**src/rtl/lpht_pkg.sv**
```systemverilog
`default_nettype none

package lpht_pkg;

  // default table depth
  localparam int unsigned TABLE_SIZE_DEF = 16;

  // field widths
  localparam int unsigned KEY_W   = 31;
  localparam int unsigned NAME_W  = 64;
  localparam int unsigned SLOT_W  = 10;
  localparam int unsigned PROBE_W = 11;

  // home slot reduction: reciprocal multiply, quotient times size, subtract
  localparam int unsigned MOD_STEPS = 3;
  localparam int unsigned MOD_CNT_W = 2;

  typedef enum logic [1:0] {
    STAT_INSERTED  = 2'd0,
    STAT_FULL      = 2'd1,
    STAT_FOUND     = 2'd2,
    STAT_NOT_FOUND = 2'd3
  } status_e;

  typedef enum logic {
    KIND_INSERT = 1'b0,
    KIND_SEARCH = 1'b1
  } kind_e;

  typedef enum logic [2:0] {
    S_CLEAR,
    S_IDLE,
    S_MOD,
    S_HOME,
    S_PROBE,
    S_EMIT
  } state_e;

  // controller to datapath
  typedef struct packed {
    logic clr;
    logic load;
    logic set_full;
    logic mod_step;
    logic probe_start;
    logic probe;
    logic emit;
  } ctrl_cmd_t;

  // datapath to controller
  typedef struct packed {
    logic clr_last;
    logic full_insert;
    logic mod_last;
    logic probe_done;
    logic out_free;
  } dp_stat_t;

endpackage

`default_nettype wire

```
**src/rtl/lpht_ram.sv**
```systemverilog
`default_nettype none

module lpht_ram #(
  parameter int unsigned Width     = 8,
  parameter int unsigned Depth     = 16,
  parameter int unsigned AddrWidth = (Depth > 1) ? $clog2(Depth) : 1
) (
  input  wire logic                 clk_i,
  input  wire logic                 we_i,
  input  wire logic [AddrWidth-1:0] waddr_i,
  input  wire logic [Width-1:0]     wdata_i,
  input  wire logic [AddrWidth-1:0] raddr_i,
  output logic      [Width-1:0]     rdata_o
);

  logic [Width-1:0] mem_q [Depth];

  // one write port, one registered read port
  always_ff @(posedge clk_i) begin
    if (we_i) begin
      mem_q[waddr_i] <= wdata_i;
    end
    rdata_o <= mem_q[raddr_i];
  end

endmodule

`default_nettype wire

```
**src/rtl/lpht_ctrl.sv**
```systemverilog
`default_nettype none

module lpht_ctrl (
  input  wire logic                clk_i,
  input  wire logic                rst_ni,
  input  wire logic                in_valid_i,
  output logic                     in_ready_o,
  input  wire lpht_pkg::dp_stat_t  stat_i,
  output lpht_pkg::ctrl_cmd_t      cmd_o
);

  lpht_pkg::state_e state_q, state_d;

  // state register
  always_ff @(posedge clk_i or negedge rst_ni) begin
    if (!rst_ni) begin
      state_q <= lpht_pkg::S_CLEAR;
    end else begin
      state_q <= state_d;
    end
  end

  // next state and commands
  always_comb begin
    state_d    = state_q;
    cmd_o      = '0;
    in_ready_o = 1'b0;
    unique case (state_q)
      lpht_pkg::S_CLEAR: begin
        cmd_o.clr = 1'b1;
        if (stat_i.clr_last) begin
          state_d = lpht_pkg::S_IDLE;
        end
      end
      lpht_pkg::S_IDLE: begin
        in_ready_o = 1'b1;
        if (in_valid_i) begin
          cmd_o.load = 1'b1;
          if (stat_i.full_insert) begin
            cmd_o.set_full = 1'b1;
            state_d        = lpht_pkg::S_EMIT;
          end else begin
            state_d = lpht_pkg::S_MOD;
          end
        end
      end
      lpht_pkg::S_MOD: begin
        cmd_o.mod_step = 1'b1;
        if (stat_i.mod_last) begin
          state_d = lpht_pkg::S_HOME;
        end
      end
      lpht_pkg::S_HOME: begin
        cmd_o.probe_start = 1'b1;
        state_d           = lpht_pkg::S_PROBE;
      end
      lpht_pkg::S_PROBE: begin
        cmd_o.probe = 1'b1;
        if (stat_i.probe_done) begin
          state_d = lpht_pkg::S_EMIT;
        end
      end
      lpht_pkg::S_EMIT: begin
        if (stat_i.out_free) begin
          cmd_o.emit = 1'b1;
          state_d    = lpht_pkg::S_IDLE;
        end
      end
      default: begin
        state_d = lpht_pkg::S_CLEAR;
      end
    endcase
  end

endmodule

`default_nettype wire

```
**src/rtl/lpht_dp.sv**
```systemverilog
`default_nettype none

module lpht_dp #(
  parameter int unsigned TABLE_SIZE = lpht_pkg::TABLE_SIZE_DEF
) (
  input  wire logic                         clk_i,
  input  wire logic                         rst_ni,
  input  wire lpht_pkg::ctrl_cmd_t          cmd_i,
  output lpht_pkg::dp_stat_t                stat_o,
  input  wire logic                         kind_i,
  input  wire logic [lpht_pkg::KEY_W-1:0]   key_i,
  input  wire logic [lpht_pkg::NAME_W-1:0]  name_tag_i,
  input  wire logic                         cfg_valid_i,
  input  wire logic                         cfg_data_i,
  input  wire logic                         out_ready_i,
  output logic                              out_valid_o,
  output logic [1:0]                        status_o,
  output logic [lpht_pkg::NAME_W-1:0]       found_name_o,
  output logic [lpht_pkg::SLOT_W-1:0]       slot_o,
  output logic [lpht_pkg::PROBE_W-1:0]      probe_count_o
);

  localparam int unsigned SW = $clog2(TABLE_SIZE);
  localparam int unsigned CW = $clog2(TABLE_SIZE + 1);
  localparam int unsigned DW = SW + lpht_pkg::KEY_W + lpht_pkg::NAME_W;
  localparam logic [SW-1:0] LastPos = SW'(TABLE_SIZE - 1);
  localparam logic [CW-1:0] FullCnt = CW'(TABLE_SIZE);
  localparam logic [lpht_pkg::MOD_CNT_W-1:0] ModLast =
    lpht_pkg::MOD_CNT_W'(lpht_pkg::MOD_STEPS - 1);

  // reciprocal of the table size, exact quotient for every key
  localparam int unsigned RW         = lpht_pkg::KEY_W + 1;
  localparam int unsigned PW         = lpht_pkg::KEY_W + RW;
  localparam int unsigned RecipShift = lpht_pkg::KEY_W + SW;
  localparam longint unsigned RecipFull =
    ((64'd1 << RecipShift) + 64'(TABLE_SIZE) - 64'd1) / 64'(TABLE_SIZE);
  localparam logic [RW-1:0] Recip = RW'(RecipFull);
  localparam logic [lpht_pkg::KEY_W-1:0] NKey = lpht_pkg::KEY_W'(TABLE_SIZE);

  // item and probe registers
  logic                        kind_q;
  logic [lpht_pkg::KEY_W-1:0]  car_key_q;
  logic [lpht_pkg::NAME_W-1:0] car_name_q;
  logic [SW-1:0]               car_home_q;
  logic                        displaced_q;
  logic [PW-1:0]               prod_q;
  logic [lpht_pkg::KEY_W-1:0]  qn_q;
  logic [SW-1:0]               rem_q;
  logic [lpht_pkg::MOD_CNT_W-1:0] mcnt_q;
  logic [SW-1:0]               pos_q;
  logic [SW-1:0]               off_q;
  logic [CW-1:0]               cnt_q;
  logic                        replace_q;

  // pending result
  logic [1:0]                   res_status_q, res_status_d;
  logic [lpht_pkg::NAME_W-1:0]  res_name_q, res_name_d;
  logic [lpht_pkg::SLOT_W-1:0]  res_slot_q, res_slot_d;
  logic [lpht_pkg::PROBE_W-1:0] res_probe_q, res_probe_d;

  // output register
  logic                         out_valid_q;
  logic [1:0]                   out_status_q;
  logic [lpht_pkg::NAME_W-1:0]  out_name_q;
  logic [lpht_pkg::SLOT_W-1:0]  out_slot_q;
  logic [lpht_pkg::PROBE_W-1:0] out_probe_q;

  // memory ports
  logic          we;
  logic [SW-1:0] rd_addr;
  logic [DW-1:0] wr_data;
  logic          wr_valid;
  logic [DW-1:0] rd_data;
  logic          rd_valid;

  logic [SW-1:0]               pos_next;
  logic [SW-1:0]               rd_home;
  logic [lpht_pkg::KEY_W-1:0]  rd_key;
  logic [lpht_pkg::NAME_W-1:0] rd_name;
  logic                        done;
  logic                        adv;
  logic                        disp;
  logic                        last_off;
  logic                        stored;
  logic [PW-1:0]               prod_sh;
  logic [lpht_pkg::KEY_W-1:0]  quot;
  logic [lpht_pkg::KEY_W-1:0]  rem_full;

  assign pos_next = (pos_q == LastPos) ? '0 : pos_q + 1'b1;
  assign rd_addr  = cmd_i.probe_start ? rem_q : pos_next;
  assign rd_home  = rd_data[DW-1 -: SW];
  assign rd_key   = rd_data[lpht_pkg::NAME_W +: lpht_pkg::KEY_W];
  assign rd_name  = rd_data[lpht_pkg::NAME_W-1:0];
  assign last_off = (off_q == LastPos);

  // key mod table size: quotient from the reciprocal, then subtract
  assign prod_sh  = prod_q >> RecipShift;
  assign quot     = prod_sh[lpht_pkg::KEY_W-1:0];
  assign rem_full = car_key_q - qn_q;

  lpht_ram #(
    .Width (DW),
    .Depth (TABLE_SIZE)
  ) u_data_ram (
    .clk_i   (clk_i),
    .we_i    (we),
    .waddr_i (pos_q),
    .wdata_i (wr_data),
    .raddr_i (rd_addr),
    .rdata_o (rd_data)
  );

  lpht_ram #(
    .Width (1),
    .Depth (TABLE_SIZE)
  ) u_valid_ram (
    .clk_i   (clk_i),
    .we_i    (we),
    .waddr_i (pos_q),
    .wdata_i (wr_valid),
    .raddr_i (rd_addr),
    .rdata_o (rd_valid)
  );

  // probe decision and table writes
  always_comb begin
    we           = 1'b0;
    wr_valid     = 1'b1;
    wr_data      = {car_home_q, car_key_q, car_name_q};
    done         = 1'b0;
    adv          = 1'b0;
    disp         = 1'b0;
    stored       = 1'b0;
    res_status_d = lpht_pkg::STAT_FULL;
    res_name_d   = '0;
    res_slot_d   = '0;
    res_probe_d  = '0;
    if (cmd_i.clr) begin
      we       = 1'b1;
      wr_valid = 1'b0;
    end
    if (cmd_i.probe) begin
      if (kind_q == lpht_pkg::KIND_SEARCH) begin
        if (rd_valid && (rd_key == car_key_q)) begin
          done         = 1'b1;
          res_status_d = lpht_pkg::STAT_FOUND;
          res_name_d   = rd_name;
          res_slot_d   = lpht_pkg::SLOT_W'(pos_q);
          res_probe_d  = lpht_pkg::PROBE_W'(off_q) + 1'b1;
        end else if (last_off) begin
          done         = 1'b1;
          res_status_d = lpht_pkg::STAT_NOT_FOUND;
          res_probe_d  = lpht_pkg::PROBE_W'(TABLE_SIZE + 1);
        end else begin
          adv = 1'b1;
        end
      end else begin
        if (!rd_valid) begin
          we           = 1'b1;
          done         = 1'b1;
          stored       = 1'b1;
          res_status_d = lpht_pkg::STAT_INSERTED;
          res_slot_d   = lpht_pkg::SLOT_W'(displaced_q ? car_home_q : pos_q);
          if (displaced_q) begin
            res_slot_d = lpht_pkg::SLOT_W'(rem_q);
          end
          res_probe_d  = (off_q == '0) ? '0 : lpht_pkg::PROBE_W'(off_q) + 1'b1;
        end else if (last_off) begin
          // no empty slot left: cannot happen below the full count
          done = 1'b1;
        end else begin
          adv = 1'b1;
          // misplaced home occupant gives way to the new entry
          if ((off_q == '0) && replace_q && (rd_home != rem_q)) begin
            we   = 1'b1;
            disp = 1'b1;
          end
        end
      end
    end
  end

  // status to controller
  always_comb begin
    stat_o.clr_last    = (pos_q == LastPos);
    stat_o.full_insert = (kind_i == lpht_pkg::KIND_INSERT) && (cnt_q == FullCnt);
    stat_o.mod_last    = (mcnt_q == ModLast);
    stat_o.probe_done  = done;
    stat_o.out_free    = !out_valid_q || out_ready_i;
  end

  // control state
  always_ff @(posedge clk_i or negedge rst_ni) begin
    if (!rst_ni) begin
      pos_q       <= '0;
      cnt_q       <= '0;
      replace_q   <= 1'b0;
      out_valid_q <= 1'b0;
    end else begin
      if (cfg_valid_i) begin
        replace_q <= cfg_data_i;
      end
      if (cmd_i.clr || adv) begin
        pos_q <= pos_next;
      end else if (cmd_i.probe_start) begin
        pos_q <= rem_q;
      end
      if (stored) begin
        cnt_q <= cnt_q + 1'b1;
      end
      if (cmd_i.emit) begin
        out_valid_q <= 1'b1;
      end else if (out_ready_i) begin
        out_valid_q <= 1'b0;
      end
    end
  end

  // item capture, home slot reduction and probe walk
  always_ff @(posedge clk_i) begin
    if (cmd_i.load) begin
      kind_q     <= kind_i;
      car_key_q  <= key_i;
      car_name_q <= name_tag_i;
      mcnt_q     <= '0;
    end
    // three step pipeline, the remainder is settled after the last step
    if (cmd_i.mod_step) begin
      prod_q <= PW'(car_key_q) * PW'(Recip);
      qn_q   <= quot * NKey;
      rem_q  <= rem_full[SW-1:0];
      mcnt_q <= mcnt_q + 1'b1;
    end
    if (cmd_i.probe_start) begin
      car_home_q  <= rem_q;
      displaced_q <= 1'b0;
      off_q       <= '0;
    end
    if (adv) begin
      off_q <= off_q + 1'b1;
    end
    if (disp) begin
      car_home_q  <= rd_home;
      car_key_q   <= rd_key;
      car_name_q  <= rd_name;
      displaced_q <= 1'b1;
    end
    if (cmd_i.set_full || done) begin
      res_status_q <= cmd_i.set_full ? lpht_pkg::STAT_FULL : res_status_d;
      res_name_q   <= cmd_i.set_full ? '0 : res_name_d;
      res_slot_q   <= cmd_i.set_full ? '0 : res_slot_d;
      res_probe_q  <= cmd_i.set_full ? '0 : res_probe_d;
    end
    if (cmd_i.emit) begin
      out_status_q <= res_status_q;
      out_name_q   <= res_name_q;
      out_slot_q   <= res_slot_q;
      out_probe_q  <= res_probe_q;
    end
  end

  assign out_valid_o   = out_valid_q;
  assign status_o      = out_status_q;
  assign found_name_o  = out_name_q;
  assign slot_o        = out_slot_q;
  assign probe_count_o = out_probe_q;

endmodule

`default_nettype wire

```
**src/rtl/linear_probe_hash_table_core.sv**
```systemverilog
// result path: full-table insert goes straight to S_EMIT; other items pass
//   S_MOD, S_HOME, S_PROBE (1 to TABLE_SIZE slots probed), then S_EMIT
// throughput: one item at a time; S_EMIT waits for a free output register,
//   next beat taken once the result has moved there
// reset: S_CLEAR clears the valid bit of every slot after reset, no input
//   beat taken meanwhile; replace_mode resets to 0
`default_nettype none

module linear_probe_hash_table_core #(
  parameter int unsigned TABLE_SIZE = lpht_pkg::TABLE_SIZE_DEF
) (
  input  wire logic                         clk_i,
  input  wire logic                         rst_ni,
  input  wire logic                         cfg_valid_i,
  output logic                              cfg_ready_o,
  input  wire logic                         cfg_data_i,
  input  wire logic                         in_valid_i,
  output logic                              in_ready_o,
  input  wire logic                         kind_i,
  input  wire logic [lpht_pkg::KEY_W-1:0]   key_i,
  input  wire logic [lpht_pkg::NAME_W-1:0]  name_tag_i,
  output logic                              out_valid_o,
  input  wire logic                         out_ready_i,
  output logic [1:0]                        status_o,
  output logic [lpht_pkg::NAME_W-1:0]       found_name_o,
  output logic [lpht_pkg::SLOT_W-1:0]       slot_o,
  output logic [lpht_pkg::PROBE_W-1:0]      probe_count_o
);

  lpht_pkg::ctrl_cmd_t cmd;
  lpht_pkg::dp_stat_t  stat;

  // register writes are always taken
  assign cfg_ready_o = 1'b1;

  // sequencer
  lpht_ctrl u_ctrl (
    .clk_i      (clk_i),
    .rst_ni     (rst_ni),
    .in_valid_i (in_valid_i),
    .in_ready_o (in_ready_o),
    .stat_i     (stat),
    .cmd_o      (cmd)
  );

  // table, probe walk and result registers
  lpht_dp #(
    .TABLE_SIZE (TABLE_SIZE)
  ) u_dp (
    .clk_i         (clk_i),
    .rst_ni        (rst_ni),
    .cmd_i         (cmd),
    .stat_o        (stat),
    .kind_i        (kind_i),
    .key_i         (key_i),
    .name_tag_i    (name_tag_i),
    .cfg_valid_i   (cfg_valid_i),
    .cfg_data_i    (cfg_data_i),
    .out_ready_i   (out_ready_i),
    .out_valid_o   (out_valid_o),
    .status_o      (status_o),
    .found_name_o  (found_name_o),
    .slot_o        (slot_o),
    .probe_count_o (probe_count_o)
  );

endmodule

`default_nettype wire

```
**config.mk**
```make
export PLATFORM = sky130hd
export DESIGN_NAME = linear_probe_hash_table_core
export DESIGN_NICKNAME = d
export VERILOG_FILES = /design/src/rtl/lpht_pkg.sv /design/src/rtl/lpht_ram.sv /design/src/rtl/lpht_ctrl.sv /design/src/rtl/lpht_dp.sv /design/src/rtl/linear_probe_hash_table_core.sv
export SDC_FILE = /design/constraint.sdc
export NUM_CORES = 2
export LEC_CHECK = 0
export ABC_AREA = 1
export BUFFER_PORTS_ARGS = -buffer_cell sky130_fd_sc_hd__buf_4
export CAP_MARGIN = 20
export CORE_AREA = 2 2 424 426
export DETAILED_ROUTE_END_ITERATION = 10
export DIE_AREA = 0 0 426 428
export GPL_ROUTABILITY_DRIVEN = 0
export SYNTH_ARGS = -nofsm -noshare
export SYNTH_HDL_FRONTEND = slang
export SYNTH_SLANG_ARGS = --single-unit
```
**constraint.sdc**
```tcl
create_clock -name clk_i -period 15.7 [get_ports clk_i]
set_input_delay 2.355 -clock clk_i [delete_from_list [all_inputs] [get_ports clk_i]]
set_output_delay 2.355 -clock clk_i [all_outputs]
set_load 0.005 [all_outputs]
```
==> metrics.md <==
| Metric | Value |
|---|---|
| RSZ-0062 raised after global routing | `false` |
| WHS Endpoint | `u_dp.found_name_o[63]$_DFFE_PP_` |
| Die area | `182000 sq um` |
| Worst-Skew Late Latency | `0.83 ns` |
| Setup TNS | `0 ns` |
| Unique masters post-synth | `34` |
| Final count of hold timing violations | `0` |
| Status | `finished clean` |
| FMAX | `169 MHz` |
| Grt total ovfl | `0` |
| Synth-to-layout area growth | `11.8%` |
| Detailed placer's ending HPWL | `94200 microns` |
| Warnings from Yosys | `0` |
| Sink Count | `1975` |
| Sequential share of the synthesized area | `73.1%` |
| HP Class | `flip-flop to flip-flop` |
| I/O Buffers | `178` |
| Die Span Y | `428 microns` |
| Via Count | `47.0k` |
| MaxCap Viol Count | `0` |
| Synthesized area per cell | `12.8 sq um` |
| Critical path arrival | `6.65 ns` |
| Cell leakage power | `33.0 nW` |
| R2r endpoint | `u_dp.u_data_ram.rdata_o[83]$_DFF_P_` |
| Diodes inserted | `0` |
| Yosys reg bits | `1975` |
| Critical Path RT | `16.42 ns` |
| Detailed Route Iter0 Violations | `4318` |
| Worst r2r src | `u_dp.pos_q[1]$_DFFE_PN0P_` |
| Fillcell total | `15.3k` |
| Placed Area | `82700 sq um` |
| Initial antenna violation count | `2` |
| Fin crit share | `37.8%` |
| CTS resizes | `0` |
| Final Slew Violations | `0` |
| # DRC | `0` |
| Cells after synthesis | `6209` |
| Ys flop type | `edfxtp_1` |
| Clk_skew | `0.0571 ns` |
| Hold_buf cts | `0` |
| GRT Total Usage | `21.3%` |
| Core Region | `178000 sq um` |
| Row count | `155` |
| Mapped Area | `79600 sq um` |
| TritonCTS clock tree | `yes` |
| CTS Root Cell | `clkbuf_16` |
| Commonest cells after routing, fill and taps aside | `edfxtp_1, nand2_1, inv_1` |
| Routed Antenna Nets | `0` |
| Ratio of cells with drive above 1 in the final layout | `10.3%` |
| Post-synth EDFFs | `1860` |
| Final instance area | `89000 sq um` |
| CTS Buf Count | `198` |
| Die W | `426 microns` |
| Slew at the pin closest to its max-slew limit | `1.13 ns` |
| CP endpoint kind | `flip-flop` |
| Drt first pass iters | `6` |
| CP Launch Type | `flip-flop` |
| Commonest non-fill, non-tap cell in the layout | `edfxtp_1` |
| Max Buffers Root-to-Sink | `3` |
| Htree depth | `4` |
| PD cells | `207 nW/um^2` |
| Largest net degree at the start of global routing | `195` |
| Ports | `192` |
| Min Clock Period, post-route | `5.93 ns` |
| R2R Setup Slk | `9.77 ns` |
| WS Path Type | `flip-flop to flip-flop` |
| Slew headroom | `24.6%` |
| R2r worst-path depth | `15` |
| Global-route wire length before repair | `290000 microns` |
| Starting density of the core | `44.8%` |
| Setup Viol. Count Final | `0` |
| Worst hold path depth | `0` |
| Drt via density | `5.32` |
| Crit path from | `u_dp.pos_q[1]$_DFFE_PN0P_` |
| Routed WL per cell | `22.1 microns` |
| CP Max Fanout | `194` |
| Asr flop ratio synth | `0.709%` |
| Fin nets | `6416` |
| Vias in the first global route | `44.8k` |
| Drt total wl | `196000 microns` |
| Post-CTS Setup Bufs | `0` |
| Min-delay src | `u_dp.res_name_q[63]$_SDFFCE_PP0P_` |
| Worst-path clk slew | `0.06 ns` |
| Max VDD drop | `0.408 mV` |
report_power, final:
part           internal (W)  total (W)  leakage, nW  switching [W]
combinational       0.00202    0.00684         12.2        0.00483
sequential          0.00670    0.00707         17.7       0.000371
clock               0.00256    0.00454         3.04        0.00198
total                0.0113     0.0185         33.0        0.00718
synthesized netlist by cell type, types with 2 or more instances:
library cell / instances / area share [%]
nor2_1: 135 / 0.64
o211ai_2: 100 / 1.6
xor2_1: 4 / 0.044
nor3_1: 7 / 0.044
buf_4: 18 / 0.17
dfxtp_1: 101 / 2.5
inv_2: 3 / 0.014
mux2_2: 3 / 0.042
clkbuf_1: 122 / 0.58
buf_6: 72 / 1.0
a21oi_1: 20 / 0.13
dfrtp_1: 14 / 0.44
conb_1: 2 / 0.0094
o211ai_1: 705 / 6.6
buf_2: 149 / 0.94
ha_1: 9 / 0.14
xnor2_1: 11 / 0.12
nand2_1: 1137 / 5.4
edfxtp_1: 1860 / 70
inv_1: 975 / 4.6
nor3b_1: 2 / 0.019
o21ai_0: 100 / 0.63
nand3_1: 618 / 3.9
buf_1: 16 / 0.075
nand4_1: 17 / 0.13
through the flow:
step | utilization (%) | setup WS, ns | instances | power, W | hold slack [ns]
global route | 50.1 | 9.18 | 8836 | 0.0196 | 0.421
floorplan | - | 9.03 | 6220 | 0.0123 | 0.400
finish | 50.1 | 9.77 | 8836 | 0.0185 | 0.410
detailed placement | 46.6 | 9.80 | 8459 | 0.0140 | 0.405
global placement | 46.5 | 9.97 | 8457 | 0.0139 | 0.401
CTS | 50.1 | 9.79 | 8835 | 0.0186 | 0.409
per-layer routing:
layer | GRT usage, % | vias up | routed length (microns)
met5 | 0 | - | 0
met1 | 29.5 | 23269 | 85000
met3 | 2.56 | 272 | 10700
met2 | 35.1 | 1367 | 94600
met4 | 6.42 | 0 | 5340
li1 | - | 22085 | -
layout make-up:
| type | count | area (sq um) | area share, % |
|---|---|---|---|
| inverter | 978 | 3690 | 4.15 |
| clock buffer | 280 | 5460 | 6.13 |
| timing repair buffer | 262 | 2110 | 2.38 |
| tap | 2355 | 2950 | 3.31 |
| clock inverter | 96 | 792 | 0.890 |
| sequential | 1975 | 58200 | 65.4 |
| multi-input combinational | 2890 | 15800 | 17.7 |
sequential cells by signal, indices dropped and copies added, names as in the netlist, 2 cells and up:
register,count
u_dp.res_status_q,2
u_dp.u_data_ram.mem_q,1584
u_dp.car_home_q,4
u_ctrl.state_q,3
u_dp.off_q,4
u_dp.res_name_q,64
u_dp.found_name_o,64
u_dp.rem_q,4
u_dp.res_probe_q,5
u_dp.res_slot_q,4
u_dp.probe_count_o,5
u_dp.mcnt_q,2
u_dp.status_o,2
u_dp.u_data_ram.rdata_o,99
u_dp.slot_o,4
u_dp.cnt_q,5
u_dp.u_valid_ram.mem_q,16
u_dp.car_name_q,64
u_dp.pos_q,4
u_dp.car_key_q,31
worst max-delay path by stage:
stage / end / slack [ns] / cells after the start
final: u_dp.u_data_ram.rdata_o[83]$_DFF_P_ / 9.77 / 15
after global routing: u_dp.u_data_ram.rdata_o[85]$_DFF_P_ / 9.18 / 15
after CTS: u_dp.u_data_ram.rdata_o[55]$_DFF_P_ / 9.79 / 15
after detailed placement: u_dp.u_data_ram.rdata_o[84]$_DFF_P_ / 9.80 / 15
after global placement: u_dp.u_data_ram.rdata_o[83]$_DFF_P_ / 9.97 / 15
after floorplan: u_dp.res_name_q[0]$_SDFFCE_PP0P_ / 9.03 / 4
cell families (layout without fill, tap and decap cells):
family / Yosys count / in the layout / share of synthesized area [%]
flops: 1975 / 1975 / 73.1
simple gates: 1921 / 1921 / 10.1
buf+inv: 1355 / 1616 / 7.39
compound gates: 929 / 929 / 9.01
xor+xnor: 15 / 15 / 0.165
fa+ha+maj: 9 / 9 / 0.141
mux: 3 / 3 / 0.0424
other cells: 2 / 13 / 0.00943
critical path, stage by stage (launching register included):
cell	delay [ns]
dfrtp_1	0.43
ha_1	0.23
nand2_1	0.09
inv_2	0.09
nand2_1	0.09
nand2_1	0.12
o21a_4	0.72
buf_12	0.61
buf_4	0.87
buf_4	0.93
buf_4	0.86
nand2_1	0.13
o211ai_1	0.13
nand3_1	0.10
nand3_1	0.13
nand2_1	0.06
Power figures use the tool's default switching activity.
